**config.mk**
```make
export PLATFORM = sky130hd
export DESIGN_NAME = rsp_parser
export DESIGN_NICKNAME = d
export VERILOG_FILES = /design/src/rtl/core/rsp_pkg.sv /design/src/rtl/core/rsp_parser.sv
export SDC_FILE = /design/constraint.sdc
export NUM_CORES = 1
export LEC_CHECK = 0
export ABC_AREA = 0
export BUFFER_PORTS_ARGS = -buffer_cell sky130_fd_sc_hd__clkbuf_2
export CORE_MARGIN = 3
export CORE_UTILIZATION = 40
export DETAILED_ROUTE_END_ITERATION = 8
export HOLD_SLACK_MARGIN = 0.15
export PLACE_DENSITY = 0.63
export SETUP_SLACK_MARGIN = 0.15
export SYNTH_ARGS = -nofsm -noshare
export SYNTH_HDL_FRONTEND = slang
export SYNTH_SLANG_ARGS = --single-unit
```
**constraint.sdc**
```tcl
create_clock -name clk -period 12.6 [get_ports clk]
set_input_delay 3.15 -clock clk [delete_from_list [all_inputs] [get_ports clk]]
set_output_delay 3.15 -clock clk [all_outputs]
set_load 0.03 [all_outputs]
```
**src/rtl/core/rsp_pkg.sv**
```systemverilog
// Shared types, codes and constants of the run-length sprite palette decoder.
package rsp_pkg;

  localparam int MAX_WIDTH       = 4096;
  localparam int PALETTE_ENTRIES = 256;
  localparam int PAL_AW          = $clog2(PALETTE_ENTRIES);
  localparam int COORD_W         = 13;
  localparam int ADDR_W          = 24;
  localparam int PROD_W          = 2 * COORD_W;

  // Input opcodes
  localparam logic OP_BODY    = 1'b0;
  localparam logic OP_PALETTE = 1'b1;

  // Result kinds
  localparam logic [1:0] KIND_RUN   = 2'd0;
  localparam logic [1:0] KIND_PIXEL = 2'd1;
  localparam logic [1:0] KIND_END   = 2'd2;

  // Register indexes on the configuration port
  localparam logic [1:0] REG_WIDTH  = 2'd0;
  localparam logic [1:0] REG_HEIGHT = 2'd1;
  localparam logic [1:0] REG_END    = 2'd2;
  localparam logic [1:0] REG_EOR    = 2'd3;

  typedef struct packed {
    logic [COORD_W-1:0] image_width;
    logic [COORD_W-1:0] image_height;
    logic [7:0]         end_marker_code;
    logic [7:0]         end_of_row_code;
  } cfg_t;

  // Stage-0 outcome of one accepted byte, handed to the result pipeline
  typedef struct packed {
    logic               has_result;
    logic [1:0]         kind;
    logic [ADDR_W-1:0]  prod;
    logic [COORD_W-1:0] column;
    logic [7:0]         run_length;
    logic               oob;
  } step_t;

endpackage

```
**src/rtl/core/rsp_parser.sv**
```systemverilog
// Body parser: phase, column, row and pixel count, one byte per cycle while accept is high.
module rsp_parser
  import rsp_pkg::*;
(
  input  logic       clk,
  input  logic       rst,
  input  logic       accept,
  input  logic       opcode,
  input  logic [7:0] data_byte,
  input  cfg_t       cfg,
  output step_t      step
);

  localparam logic [1:0] PH_COUNT    = 2'd0;
  localparam logic [1:0] PH_PIXCOUNT = 2'd1;
  localparam logic [1:0] PH_PIXELS   = 2'd2;

  logic [1:0]         phase, phase_next;
  logic [COORD_W-1:0] column, column_next;
  logic [COORD_W-1:0] row, row_next;
  logic [7:0]         pixels_left, pixels_left_next;

  logic [COORD_W:0]   col_run_sum;
  logic [COORD_W-1:0] col_run_sat;
  logic [COORD_W-1:0] col_inc_sat;
  logic [COORD_W-1:0] row_inc_sat;
  logic [PROD_W-1:0]  prod_full;
  logic               row_oob;
  logic [7:0]         left_dec;

  assign col_run_sum = {1'b0, column} + (COORD_W+1)'(data_byte);
  assign col_run_sat = col_run_sum[COORD_W] ? '1 : col_run_sum[COORD_W-1:0];
  assign col_inc_sat = (&column) ? column : column + COORD_W'(1);
  assign row_inc_sat = (&row) ? row : row + COORD_W'(1);
  assign prod_full   = PROD_W'(row) * PROD_W'(cfg.image_width);
  assign row_oob     = row >= cfg.image_height;
  assign left_dec    = pixels_left - 8'd1;

  // Decode one body byte against the current phase
  always_comb begin
    phase_next       = phase;
    column_next      = column;
    row_next         = row;
    pixels_left_next = pixels_left;
    step.has_result  = 1'b0;
    step.kind        = KIND_RUN;
    step.prod        = prod_full[ADDR_W-1:0];
    step.column      = column;
    step.run_length  = data_byte;
    step.oob         = 1'b0;
    if (accept && opcode == OP_BODY) begin
      unique case (phase)
        PH_PIXCOUNT: begin
          pixels_left_next = data_byte;
          phase_next       = (data_byte == 8'd0) ? PH_COUNT : PH_PIXELS;
        end
        PH_PIXELS: begin
          step.has_result  = 1'b1;
          step.kind        = KIND_PIXEL;
          step.run_length  = 8'd1;
          step.oob         = (column >= cfg.image_width) || row_oob;
          column_next      = col_inc_sat;
          pixels_left_next = left_dec;
          if (left_dec == 8'd0) begin
            phase_next = PH_COUNT;
          end
        end
        default: begin
          if (data_byte == cfg.end_marker_code) begin
            step.has_result  = 1'b1;
            step.kind        = KIND_END;
            step.prod        = '0;
            step.column      = '0;
            step.run_length  = 8'd0;
            column_next      = '0;
            row_next         = '0;
            pixels_left_next = 8'd0;
            phase_next       = PH_COUNT;
          end else if (data_byte == cfg.end_of_row_code) begin
            column_next = '0;
            row_next    = row_inc_sat;
            phase_next  = PH_COUNT;
          end else begin
            step.has_result = 1'b1;
            step.kind       = KIND_RUN;
            step.oob        = row_oob || (col_run_sum > (COORD_W+1)'(cfg.image_width));
            column_next     = col_run_sat;
            phase_next      = PH_PIXCOUNT;
          end
        end
      endcase
    end
  end

  // Advance walker state
  always_ff @(posedge clk) begin
    if (rst) begin
      phase       <= PH_COUNT;
      column      <= '0;
      row         <= '0;
      pixels_left <= 8'd0;
    end else begin
      phase       <= phase_next;
      column      <= column_next;
      row         <= row_next;
      pixels_left <= pixels_left_next;
    end
  end

endmodule

```
==> impl_results.md <==
* Worst skew pair latency at around 0.28 ns
* Worst Hold Class: flop to flop
* Post-synthesis net count at 1475
* Post-CTS setup buffers at 0
* Final ANT Viol Nets at 0
* Overall Global Routing Usage at 0.200
* Required time of the worst setup path at roughly 9.5 ns
* Worst r2r src: phase[0]
* Number of global-route vias before repair at 8104
* Clock sinks at 36
* Drt pass-1 iters at 5
* Register area share after synthesis at 0.0768
* WHS at 0.516 ns
* FP Rows at 55
* Clock transition at path regs at 0.06 ns
* Initial antenna violation count at 0
* Starting Density at 0.411
* Status: finished clean
* I/O pins at about 100
* Critical Path AT at roughly 8.4 ns
* Largest net degree at the start of global routing at 29
* Post-synth top flop: dfxtp_1
* Maximum clock insertion buffer count at 2
* Final wirelength at about 25000 um
* Final Hold Vio Count at 0
* Root Buffer Master: clkbuf_16
* Cell Area, Synth at 0.00938 sq mm
* Post-synth EDFFs at 0
* Tcrit/Tclk final at 0.915
* Minimum clock period at 11.52 ns
* DRC at 0
* Fin Setup TNS at 0 ns
* Slew Viols, Final at 0
* Crit path launch type: primary input
* Vias/cell at 5.21
* First-pass GRT wire length at 42000 um
* Die width at approximately 160 um
* Htree depth at 2
* Area grow syn2layout at 9.52%
* DRT iter0 DRCs at between 400 and 500
* Leakage at approximately 5.2 nW
* CTS tree: done
* Max-Cap Viols at 0
* GPL Wtd Cong at ~0.88
* Cts hold-fix bufs at 0
* Remaining global-route overflow at 0
* FF+latch count, synth at 36
* CTS Buf Count at 5
* Core ar. at between 0.02 and 0.025 sq mm
* Hold path cells at 2
* Synth Area per Inst at around 7.9 sq um
* Yosys cell types at 65
* CP endpoint kind: output port
* Pwr dens at between 30 and 40 mW/mm^2
* Nets at approximately 1500
* RSZ-0062 raised after global routing: false
* Hold path start: pixels_left[1]
* Via Count at approximately 8100
* Share of layout cells above drive strength 1 at 0.102
* Worst vdd ir at roughly 45 uV
* Post-CTS Resized at 0
* Ys Warns at 0
* # setup viols final at 0
* Async SR Flop Fraction at 0
* Slew headroom at 0.220
* DR WL/cell at approximately 16 um
* Maximum fanout along the worst path at 14
* Fin Clk Skew at roughly 0.005 ns
* Number of diodes at 0
* Die area at between 0.02 and 0.03 sq mm
* Synth Instances at between 1000 and 1500
* Reg2reg path depth at 8
* I/O Buffers at around 100
* Crit path from: cfg[38]
* Maximum clock frequency at approximately 87 MHz
* Slew at the pin with the worst max-slew slack at 1.17 ns
* Setup CP Type: primary input to output port
* Hpwl dp at about 20000 um
* DIE HEIGHT at roughly 160 um
-- placed cells by master, fill, tap and decap left out, types with 20 or more instances in the layout --
| cell | Yosys | layout |
|---|---|---|
| a21oi_1 | 44 | 44 |
| and2_1 | 80 | 80 |
| clkbuf_2 | 0 | 102 |
| dfxtp_1 | 36 | 36 |
| fa_1 | 121 | 121 |
| ha_1 | 116 | 116 |
| inv_1 | 196 | 196 |
| nand2_1 | 124 | 124 |
| nor2_1 | 82 | 82 |
| nor2b_1 | 28 | 28 |
| nor3_1 | 20 | 20 |
| o21ai_0 | 41 | 41 |
| xnor2_1 | 36 | 36 |
| xor2_1 | 21 | 21 |
-- cells in the mapped netlist (6+ instances only) --
master,number,area share
nand4_1,16,0.011
xor2_1,21,0.020
a211oi_1,13,0.010
and2_1,80,0.053
buf_2,9,0.0048
o21bai_1,6,0.0048
nor4_1,7,0.0047
dfxtp_1,36,0.077
nand2b_1,8,0.0053
o21a_1,6,0.0048
a21o_1,12,0.0096
nor2_1,82,0.033
xnor2_1,36,0.034
nor2b_1,28,0.019
o21ai_0,41,0.022
nand2_1,124,0.050
nand3_1,16,0.0085
nor3_1,20,0.011
and3_1,9,0.0060
or3_1,7,0.0047
o31ai_1,7,0.0056
clkbuf_1,40,0.016
fa_1,121,0.26
a22oi_1,8,0.0064
ha_1,116,0.15
a31oi_1,11,0.0073
inv_1,196,0.078
a21oi_1,44,0.023
-- sequential cells by signal (all words and copies together) (netlist names) --
name and flops:
column 13, phase 2, pixels_left 8, row 13
-- routing by layer --
layer | GRT usage | part of all wire | vias up
li1 | - | - | 3962
met1 | 0.288 | 0.47 | 3929
met2 | 0.333 | 0.47 | 211
met3 | 0.0190 | 0.045 | 19
met4 | 0.0326 | 0.012 | 0
met5 | 0 | 0 | -
-- worst max-delay path: stages --
cell	delay, ns
clkbuf_2	0.21
and2_1	0.24
fa_1	0.53
inv_1	0.05
fa_1	0.47
inv_1	0.05
fa_1	0.50
fa_1	0.55
inv_1	0.05
fa_1	0.52
inv_1	0.04
ha_1	0.37
nand2_1	0.07
o21ai_0	0.32
a41o_1	0.20
a311oi_1	0.10
buf_4	0.17
a2111oi_0	0.38
o21bai_1	0.17
clkbuf_2	0.22
-- power breakdown --
part | switching [mW] | leakage, nW | internal, mW | total [mW]
Sequential | 0.00635 | 0.292 | 0.117 | 0.123
Clock | 0.0508 | 0.0901 | 0.104 | 0.155
Combinational | 0.0726 | 4.84 | 0.0426 | 0.115
-- stage by stage --
| step | power [mW] | area (sq um) | cells | setup slack (ns) | utilization |
|---|---|---|---|---|---|
| floorplan | 0.202 | 9380 | 1184 | 1.21 | - |
| global placement | 0.238 | 10100 | 1552 | 1.03 | 0.442 |
| detailed placement | 0.240 | 10100 | 1552 | 1.03 | 0.442 |
| CTS | 0.395 | 10300 | 1560 | 1.01 | 0.450 |
| global route | 0.414 | 10300 | 1560 | 0.677 | 0.450 |
| finish | 0.393 | 10300 | 1560 | 1.08 | 0.450 |
-- cells by family (layout without fill, tap and decap cells) --
group / Yosys count / count (layout) / share of synthesized area
xor gates and xnor gates: 57 / 57 / 0.0532
and+or+nand+nor: 417 / 417 / 0.222
DFF: 36 / 36 / 0.0768
muxes: 2 / 2 / 0.00213
AOI/OAI and AO/OA: 185 / 185 / 0.129
buffers and inverters: 250 / 313 / 0.104
adders and majority gates: 237 / 237 / 0.413
-- final timing paths --
check / endpoint / slack, ns
max: step[45] / 1.08
max reg2reg: row[11] / 9.49
min: pixels_left[1] / 0.52
min reg2reg: pixels_left[1] / 0.52
-- cell type report --
| cell class | count | area [sq um] |
|---|---|---|
| inverter | 197 | 739 |
| multi-input combinational | 898 | 7680 |
| sequential | 36 | 721 |
| tap | 313 | 392 |
| timing repair buffer | 108 | 556 |
| clock inverter | 1 | 30.0 |
| clock buffer | 7 | 153 |
| fill | 2378 | 12600 |
No activity file was read; power rests on OpenSTA's default activity.
