**config.mk**
```make
export PLATFORM = sky130hd
export DESIGN_NAME = rsp_cfg
export DESIGN_NICKNAME = d
export VERILOG_FILES = /design/src/rtl/core/rsp_pkg.sv /design/src/rtl/core/rsp_cfg.sv
export SDC_FILE = /design/constraint.sdc
export NUM_CORES = 1
export LEC_CHECK = 0
export BUFFER_PORTS_ARGS = -buffer_cell sky130_fd_sc_hd__buf_4
export CORE_ASPECT_RATIO = 1.2
export CORE_MARGIN = 4
export CORE_UTILIZATION = 44
export DETAILED_ROUTE_END_ITERATION = 6
export HOLD_SLACK_MARGIN = 0.08
export PLACE_DENSITY = 0.8
export SLEW_MARGIN = 25
export SYNTH_ARGS = -nofsm -noshare
export SYNTH_HDL_FRONTEND = slang
export SYNTH_SLANG_ARGS = --single-unit
```
**constraint.sdc**
```tcl
create_clock -name clk -period 1.3 [get_ports clk]
set_input_delay 0 -clock clk [delete_from_list [all_inputs] [get_ports clk]]
set_output_delay 0 -clock clk [all_outputs]
set_load 0.02 [all_outputs]
```
**src/rtl/core/rsp_pkg.sv**
```systemverilog
// Shared types, codes and constants of the run-length sprite palette decoder.
package rsp_pkg;

  localparam int MAX_WIDTH       = 4096;
  localparam int PALETTE_ENTRIES = 256;
  localparam int PAL_AW          = $clog2(PALETTE_ENTRIES);
  localparam int COORD_W         = 13;
  localparam int ADDR_W          = 24;
  localparam int PROD_W          = 2 * COORD_W;

  // Input opcodes
  localparam logic OP_BODY    = 1'b0;
  localparam logic OP_PALETTE = 1'b1;

  // Result kinds
  localparam logic [1:0] KIND_RUN   = 2'd0;
  localparam logic [1:0] KIND_PIXEL = 2'd1;
  localparam logic [1:0] KIND_END   = 2'd2;

  // Register indexes on the configuration port
  localparam logic [1:0] REG_WIDTH  = 2'd0;
  localparam logic [1:0] REG_HEIGHT = 2'd1;
  localparam logic [1:0] REG_END    = 2'd2;
  localparam logic [1:0] REG_EOR    = 2'd3;

  typedef struct packed {
    logic [COORD_W-1:0] image_width;
    logic [COORD_W-1:0] image_height;
    logic [7:0]         end_marker_code;
    logic [7:0]         end_of_row_code;
  } cfg_t;

  // Stage-0 outcome of one accepted byte, handed to the result pipeline
  typedef struct packed {
    logic               has_result;
    logic [1:0]         kind;
    logic [ADDR_W-1:0]  prod;
    logic [COORD_W-1:0] column;
    logic [7:0]         run_length;
    logic               oob;
  } step_t;

endpackage

```
**src/rtl/core/rsp_cfg.sv**
```systemverilog
// APB register file holding width, height and the two control codes.
module rsp_cfg
  import rsp_pkg::*;
(
  input  logic        clk,
  input  logic        rst,
  input  logic        psel,
  input  logic        penable,
  input  logic        pwrite,
  input  logic [3:0]  paddr,
  input  logic [31:0] pwdata,
  output logic [31:0] prdata,
  output logic        pready,
  output cfg_t        cfg
);

  logic               wr_en;
  logic [1:0]         reg_idx;
  logic [COORD_W-1:0] width_raw;
  logic [COORD_W-1:0] width_next;

  assign pready  = 1'b1;
  assign wr_en   = psel && penable && pwrite;
  assign reg_idx = paddr[3:2];

  // Clamp a width write into 1..MAX_WIDTH
  assign width_raw = pwdata[COORD_W-1:0];
  always_comb begin
    if (width_raw == '0) begin
      width_next = COORD_W'(1);
    end else if (width_raw > COORD_W'(MAX_WIDTH)) begin
      width_next = COORD_W'(MAX_WIDTH);
    end else begin
      width_next = width_raw;
    end
  end

  // Write registers
  always_ff @(posedge clk) begin
    if (rst) begin
      cfg.image_width     <= COORD_W'(1);
      cfg.image_height    <= COORD_W'(1);
      cfg.end_marker_code <= 8'd255;
      cfg.end_of_row_code <= 8'd254;
    end else if (wr_en) begin
      unique case (reg_idx)
        REG_WIDTH:  cfg.image_width     <= width_next;
        REG_HEIGHT: cfg.image_height    <= pwdata[COORD_W-1:0];
        REG_END:    cfg.end_marker_code <= pwdata[7:0];
        REG_EOR:    cfg.end_of_row_code <= pwdata[7:0];
        default: ;
      endcase
    end
  end

  // Read back
  always_comb begin
    unique case (reg_idx)
      REG_WIDTH:  prdata = 32'(cfg.image_width);
      REG_HEIGHT: prdata = 32'(cfg.image_height);
      REG_END:    prdata = 32'(cfg.end_marker_code);
      REG_EOR:    prdata = 32'(cfg.end_of_row_code);
      default:    prdata = '0;
    endcase
  end

endmodule

```
==> results of run 1 <==
-- per-layer routing --
metal  track usage (%)  wire [µm]
met1              24.3       2270
met2              33.9       2960
met3              4.46        488
met4              5.47        102
met5                 0          0
-- cell families after synthesis --
family	after synthesis
muxes	13
AOI/OAI and AO/OA	61
buffers and inverters	40
and+or+nand+nor	49
DFF	42
other	2
-- cells in the final DEF (no fill, tap or decap), drive strengths merged --
master       count
buf             86
dfxtp           42
conb            20
o21ai           17
a21oi           17
nand3           16
and3            15
a211o           15
dlygate4sd3     13
a22o             9
mux4             8
clkbuf           6
mux2i            5
nor2             5
nor4             3
nand2            3
nand4b           3
and4b            2
clkinv           2
nor3             1
a31oi            1
inv              1
o311ai           1
and4             1
a21bo            1
clkinvlp         1
-- area by class of cell --
cell class	instances	area (µm²)	share of cell area [%]
repair buffers	99	791	27.7
well taps	58	72.6	2.54
clock buffers	6	82.6	2.89
flip-flops and latches	42	848	29.7
inverters	2	7.51	0.263
clock inverters	2	12.5	0.438
multi-input cells	143	1040	36.4
-- where the power goes --
part           switching [mW]  total [mW]  internal, mW
Sequential             0.0156        1.32          1.31
Combinational           0.262       0.451         0.189
Clock                   0.456       0.883         0.427
-- path summary, 6_finish.rpt --
path	from	end	slack, ns	cells after the start
min	rst	cfg[41]	0.12	2
min reg2reg	cfg[5]	cfg[5]	0.48	1
max	cfg[7]	prdata[7]	0.03	2
max reg2reg	cfg[0]	cfg[0]	0.53	2
-- metrics by stage --
step | power (mW) | setup WS, ns | utilization, % | instance area, µm²
6_report | 2.66 | 0.0307 | 62.1 | 2850
5_1_grt | 2.75 | 0.00627 | 62.1 | 2850
4_1_cts | 2.66 | 0.00811 | 61.8 | 2840
3_5_place_dp | 1.76 | 0.0647 | 56.9 | 2610
3_3_place_gp | 1.75 | 0.129 | 56.9 | 2610
2_1_floorplan | 1.64 | 0.308 | - | 2160
-- timing repair --
item / 4_1_cts / 5_1_grt
setup endpoints to repair: 1 / 5
gates resized for setup: 2 / 10
hold buffers: 13 / 0
hold endpoints to repair: 42 / 0
==> results.toml, run 1 <==
[die]
fp-row-count = 27
core_area_um2 = 4590
dieArea_um2 = 5940
die_h_um = 83.6
start_util_pct = 45.6
io_pins = 116
die_w_um = 71.0

[worst_setup_path]
cp_max_fo = 3
cp_top_family = "multiplexers"
crit_path_start_kind = "flop"
max_stage_delay_ns = 0.49
crit_chain = "mux4_2 > buf_6"
path_buf_inv = 1
cp.arrival_ns = 1.27
crit_type = "flop to output port"
end_kind = "output port"
critical_path.slowest_cell = "mux4_2"
worstPathRequired_ns = 1.30

[final_layout]
reg_top3 = "cfg (42)"
fin_nets = 334
final_cells = 352
max_flop_register = "cfg"
largest_reg_flops = 42
drive_above_1_share_pct = 38.8
synthToLayoutAreaGrowth_pct = 36.1
n_antenna_cell = 0
fillCellCount = 406

[logic_synthesis]
synth-simple-area-share_pct = 15.2
synth-edff-count = 0
ys_ff_latch = 42
synth_cell_type_count = 31
yosysMostFrequentCell = "dfxtp_1"
synth_top_area_share_pct = 40.1
syn_area_per_cell_um2 = 10.1
synthTopCellsByCount = "dfxtp_1, buf_4, o21ai_0"
synth_xor_xnor_area_share_pct = 0
muxShareOfSynthArea_pct = 11.3
synth.largest_area_cell = "dfxtp_1"
synthCells = 207
ys.warnings.count = 0
synth_top_family_by_area = "compound AO/OA/AOI/OAI gates"
ys_seq_area_share_pct = 40.1
synthAdderAreaFrac_pct = 0
synthFlopType = "dfxtp_1"
netlist_area_um2 = 2100
yosys-top-cells-area = "dfxtp_1, buf_4, mux4_2"
synth-compound-area-share_pct = 19.9
synthArstFlopShare_pct = 0

[timing]
hold_violations = 0
finalSetupViolations = 0
skew_ns = 0
tns_ns = 0
rsz0062_at_grt = "no"
timing.fmax_ghz = 0.788
slew_violations = 0
period_share_pct = 97.6
whs_ns = 0.123
min_period_ns = 1.27

[hold_path]
hold_path_class = "primary input to flop"

[clocking]
postCtsSetupRepairBufs = 0
cts_tree = "done"
cts_root_buf = "clkbuf_8"
cts-buffers-inserted = 5
clkSinkCount = 42
h-tree-depth = 2
path_clk_slew_ns = 0.08
worstSkewPairLatency_ns = 0.30
cts_buffer_depth = 2

[drt]
vias_per_cell = 5.58
drt_pass1_iterations = 4
wl_mm = 5.82
wl_per_cell_um = 16.5
vias = 1965
drc_errors = 0
drt_iter0_drc = 158
ant_nets = 0

[run]
drv_cap = 0

[global_route]
grt_pass1_vias = 1892
grt_overflow_total = 0
antenna_found_initial = 0
grt_pass1_wl_mm = 9.48
grt.total_usage_pct = 19.7
grt_max_degree = 35

[placement]
io_buffers = 74
post-place-cells = 331
hpwl_mm = 4.09
place_congestion = 0.785

[pwr]
ir_drop_mv = 0.647
leakage_nw = 1.26
powerDensity_nw_per_um2 = 931

[status]
status = "finished clean"
Power figures use the tool's default switching activity.
==> run 2: changes to the inputs <==
ABC_AREA = 1   (was default)
CORE_UTILIZATION = 43   (was 44)
==> run 2 against run 1 <==
  * Total power down 3.1%
  * Worst setup slack better by 0.071 ns
  * Sequential power about the same
  * Synthesized cell count up 34%
  * Non-clock buffer count down 3
  * Clock-buffer cell count up 1
  * Critical endpoint is now cfg[30]
  * Largest power group unchanged
==> results.toml, run 2 <==
[status]
status = "finished clean"

[clocking]
worstSkewPairLatency_ns = 0.29
path_clk_slew_ns = 0.07
clkSinkCount = 42
cts-buffers-inserted = 5
cts_root_buf = "clkbuf_8"
cts_tree = "done"
cts_buffer_depth = 2
h-tree-depth = 2

[global_route]
grt_pass1_vias = 2044
grt.total_usage_pct = 20.9
grt_max_degree = 25
antenna_found_initial = 0
grt_pass1_wl_mm = 9.49
grt_overflow_total = 0

[logic_synthesis]
synthCells = 277
synth_top_area_share_pct = 42.7
netlist_area_um2 = 1970
syn_area_per_cell_um2 = 7.11
ys_seq_area_share_pct = 42.7
yosysMostFrequentCell = "nand2_1"
synth.largest_area_cell = "dfxtp_1"
ys.warnings.count = 0
synthFlopType = "dfxtp_1"
synthTopCellsByCount = "nand2_1, dfxtp_1, a21oi_1, buf_4, nor2_1"
synth-edff-count = 0
synthArstFlopShare_pct = 0
yosys-top-cells-area = "dfxtp_1, nand2_1, buf_4"
ys_ff_latch = 42
synth_cell_type_count = 20

[placement]
io_buffers = 74
dpl_cell_area_um2 = 2520
place_congestion = 0.802
hpwl_mm = 4.31

[worst_setup_path]
cp.arrival_ns = 1.42
worstPathRequired_ns = 1.53
ff2ff_setup_slack_ns = 0.59
regToRegStartpoint = "cfg[24]"
crit_type = "primary input to flop"
reg2reg_depth = 2
cp_max_fo = 6
crit_path_start_kind = "primary input"
end_kind = "flop"
reg2reg_to = "cfg[24]"

[die]
start_util_pct = 45.2
dieArea_um2 = 5730
die_w_um = 69.8
io_pins = 116
fp-row-count = 26
die_h_um = 82.1
core_area_um2 = 4360

[hold_path]
min_path_cells = 5
hold_path_class = "primary input to flop"
hold_end = "cfg[16]"
min_from = "paddr[3]"

[drt]
vias = 2047
wl_mm = 5.83
drc_errors = 0
ant_nets = 0
vias_per_cell = 4.85
drt_pass1_iterations = 4
wl_per_cell_um = 13.8
drt_iter0_drc = 85

[final_layout]
final_common_cell = "nand2_1"
drive_above_1_share_pct = 27.3
finish.utilization_pct = 63.0
synthToLayoutAreaGrowth_pct = 39.5
n_antenna_cell = 0
final_area_um2 = 2750
max_flop_register = "cfg"
fin_nets = 407
fillCellCount = 375
final_cell_mix = "nand2_1, buf_4, dfxtp_1, a21oi_1"
largest_reg_flops = 42
reg_top3 = "cfg (42)"

[pwr]
ir_drop_mv = 0.625
leakage_nw = 1.33
powerDensity_nw_per_um2 = 937

[timing]
hold_violations = 0
min_period_ns = 1.20
skew_ns = 0
slew_violations = 0
timing.fmax_ghz = 0.835
finalSetupViolations = 0
whs_ns = 0.172
tns_ns = 0
period_share_pct = 92.2
rsz0062_at_grt = "no"

[run]
drv_cap = 0
==> run 2: layer usage <==
metal / global-route usage, % / vias up / wire length, µm
met3: 7.26 / 10 / 500
li1: - / 1036 / -
met2: 40.5 / 79 / 3090
met5: 0 / - / 0
met4: 6.70 / 0 / 94
met1: 20.9 / 922 / 2150
==> run 2: where the power goes <==
| part | internal, mW | total [mW] | leakage (nW) | switching (mW) |
|---|---|---|---|---|
| clock network | 0.370 | 0.785 | 0.0383 | 0.415 |
| logic | 0.176 | 0.459 | 0.948 | 0.284 |
| registers | 1.31 | 1.33 | 0.340 | 0.0193 |
| total | 1.85 | 2.57 | 1.33 | 0.718 |
==> run 2: kinds of logic (layout without fill, tap and decap cells) <==
family / count (synthesis) / after routing / share of synthesized area [%]
buf+inv: 50 / 121 / 13.9
compound gates: 48 / 48 / 13.8
simple gates: 135 / 135 / 29.2
flops: 42 / 42 / 42.7
other cells: 2 / 20 / 0.381
==> run 2: layout make-up <==
class | instances | area, µm² | area share [%]
Sequential cell | 42 | 841 | 30.6
Inverter | 18 | 67.6 | 2.46
Tap cell | 56 | 70.1 | 2.55
Multi-Input combinational cell | 203 | 932 | 33.9
Clock buffer | 7 | 76.3 | 2.78
Timing Repair Buffer | 96 | 759 | 27.7
==> run 2: critical path, cell delays in order <==
cell	delay [ns]
dlygate4sd3_1	0.55
buf_4	0.14
nor2_1	0.12
nand2_1	0.08
nor2_2	0.12
nand2_1	0.10
nand2_4	0.10
nand3_1	0.08
a21oi_1	0.12
==> run 2: how the worst max path moves through the flow <==
stage          slack, ns       from  depth (start not counted)    endpoint
6_report            0.10  pwdata[4]                          9     cfg[30]
2_1_floorplan       0.31    cfg[41]                          2  prdata[12]
4_1_cts             0.01  pwdata[4]                          9     cfg[30]
3_5_place_dp        0.28     pwrite                          6     cfg[25]
3_3_place_gp        0.31     pwrite                          6     cfg[24]
5_1_grt            0.003  pwdata[4]                          9     cfg[30]
==> run 2: stage by stage <==
step	total power, mW	instances	worst slack [ns]
after global placement	1.77	401	0.305
after CTS	2.58	422	0.0113
final	2.57	422	0.102
after global routing	2.69	422	0.00326
after detailed placement	1.77	401	0.283
after floorplan	1.64	295	0.305
==> run 2: what timing repair did <==
action	4_1_cts	5_1_grt
gates resized for setup	0	4
buffers inserted	0	0
hold buffers	14	0
setup endpoints to repair	0	12
hold endpoints to repair	42	0
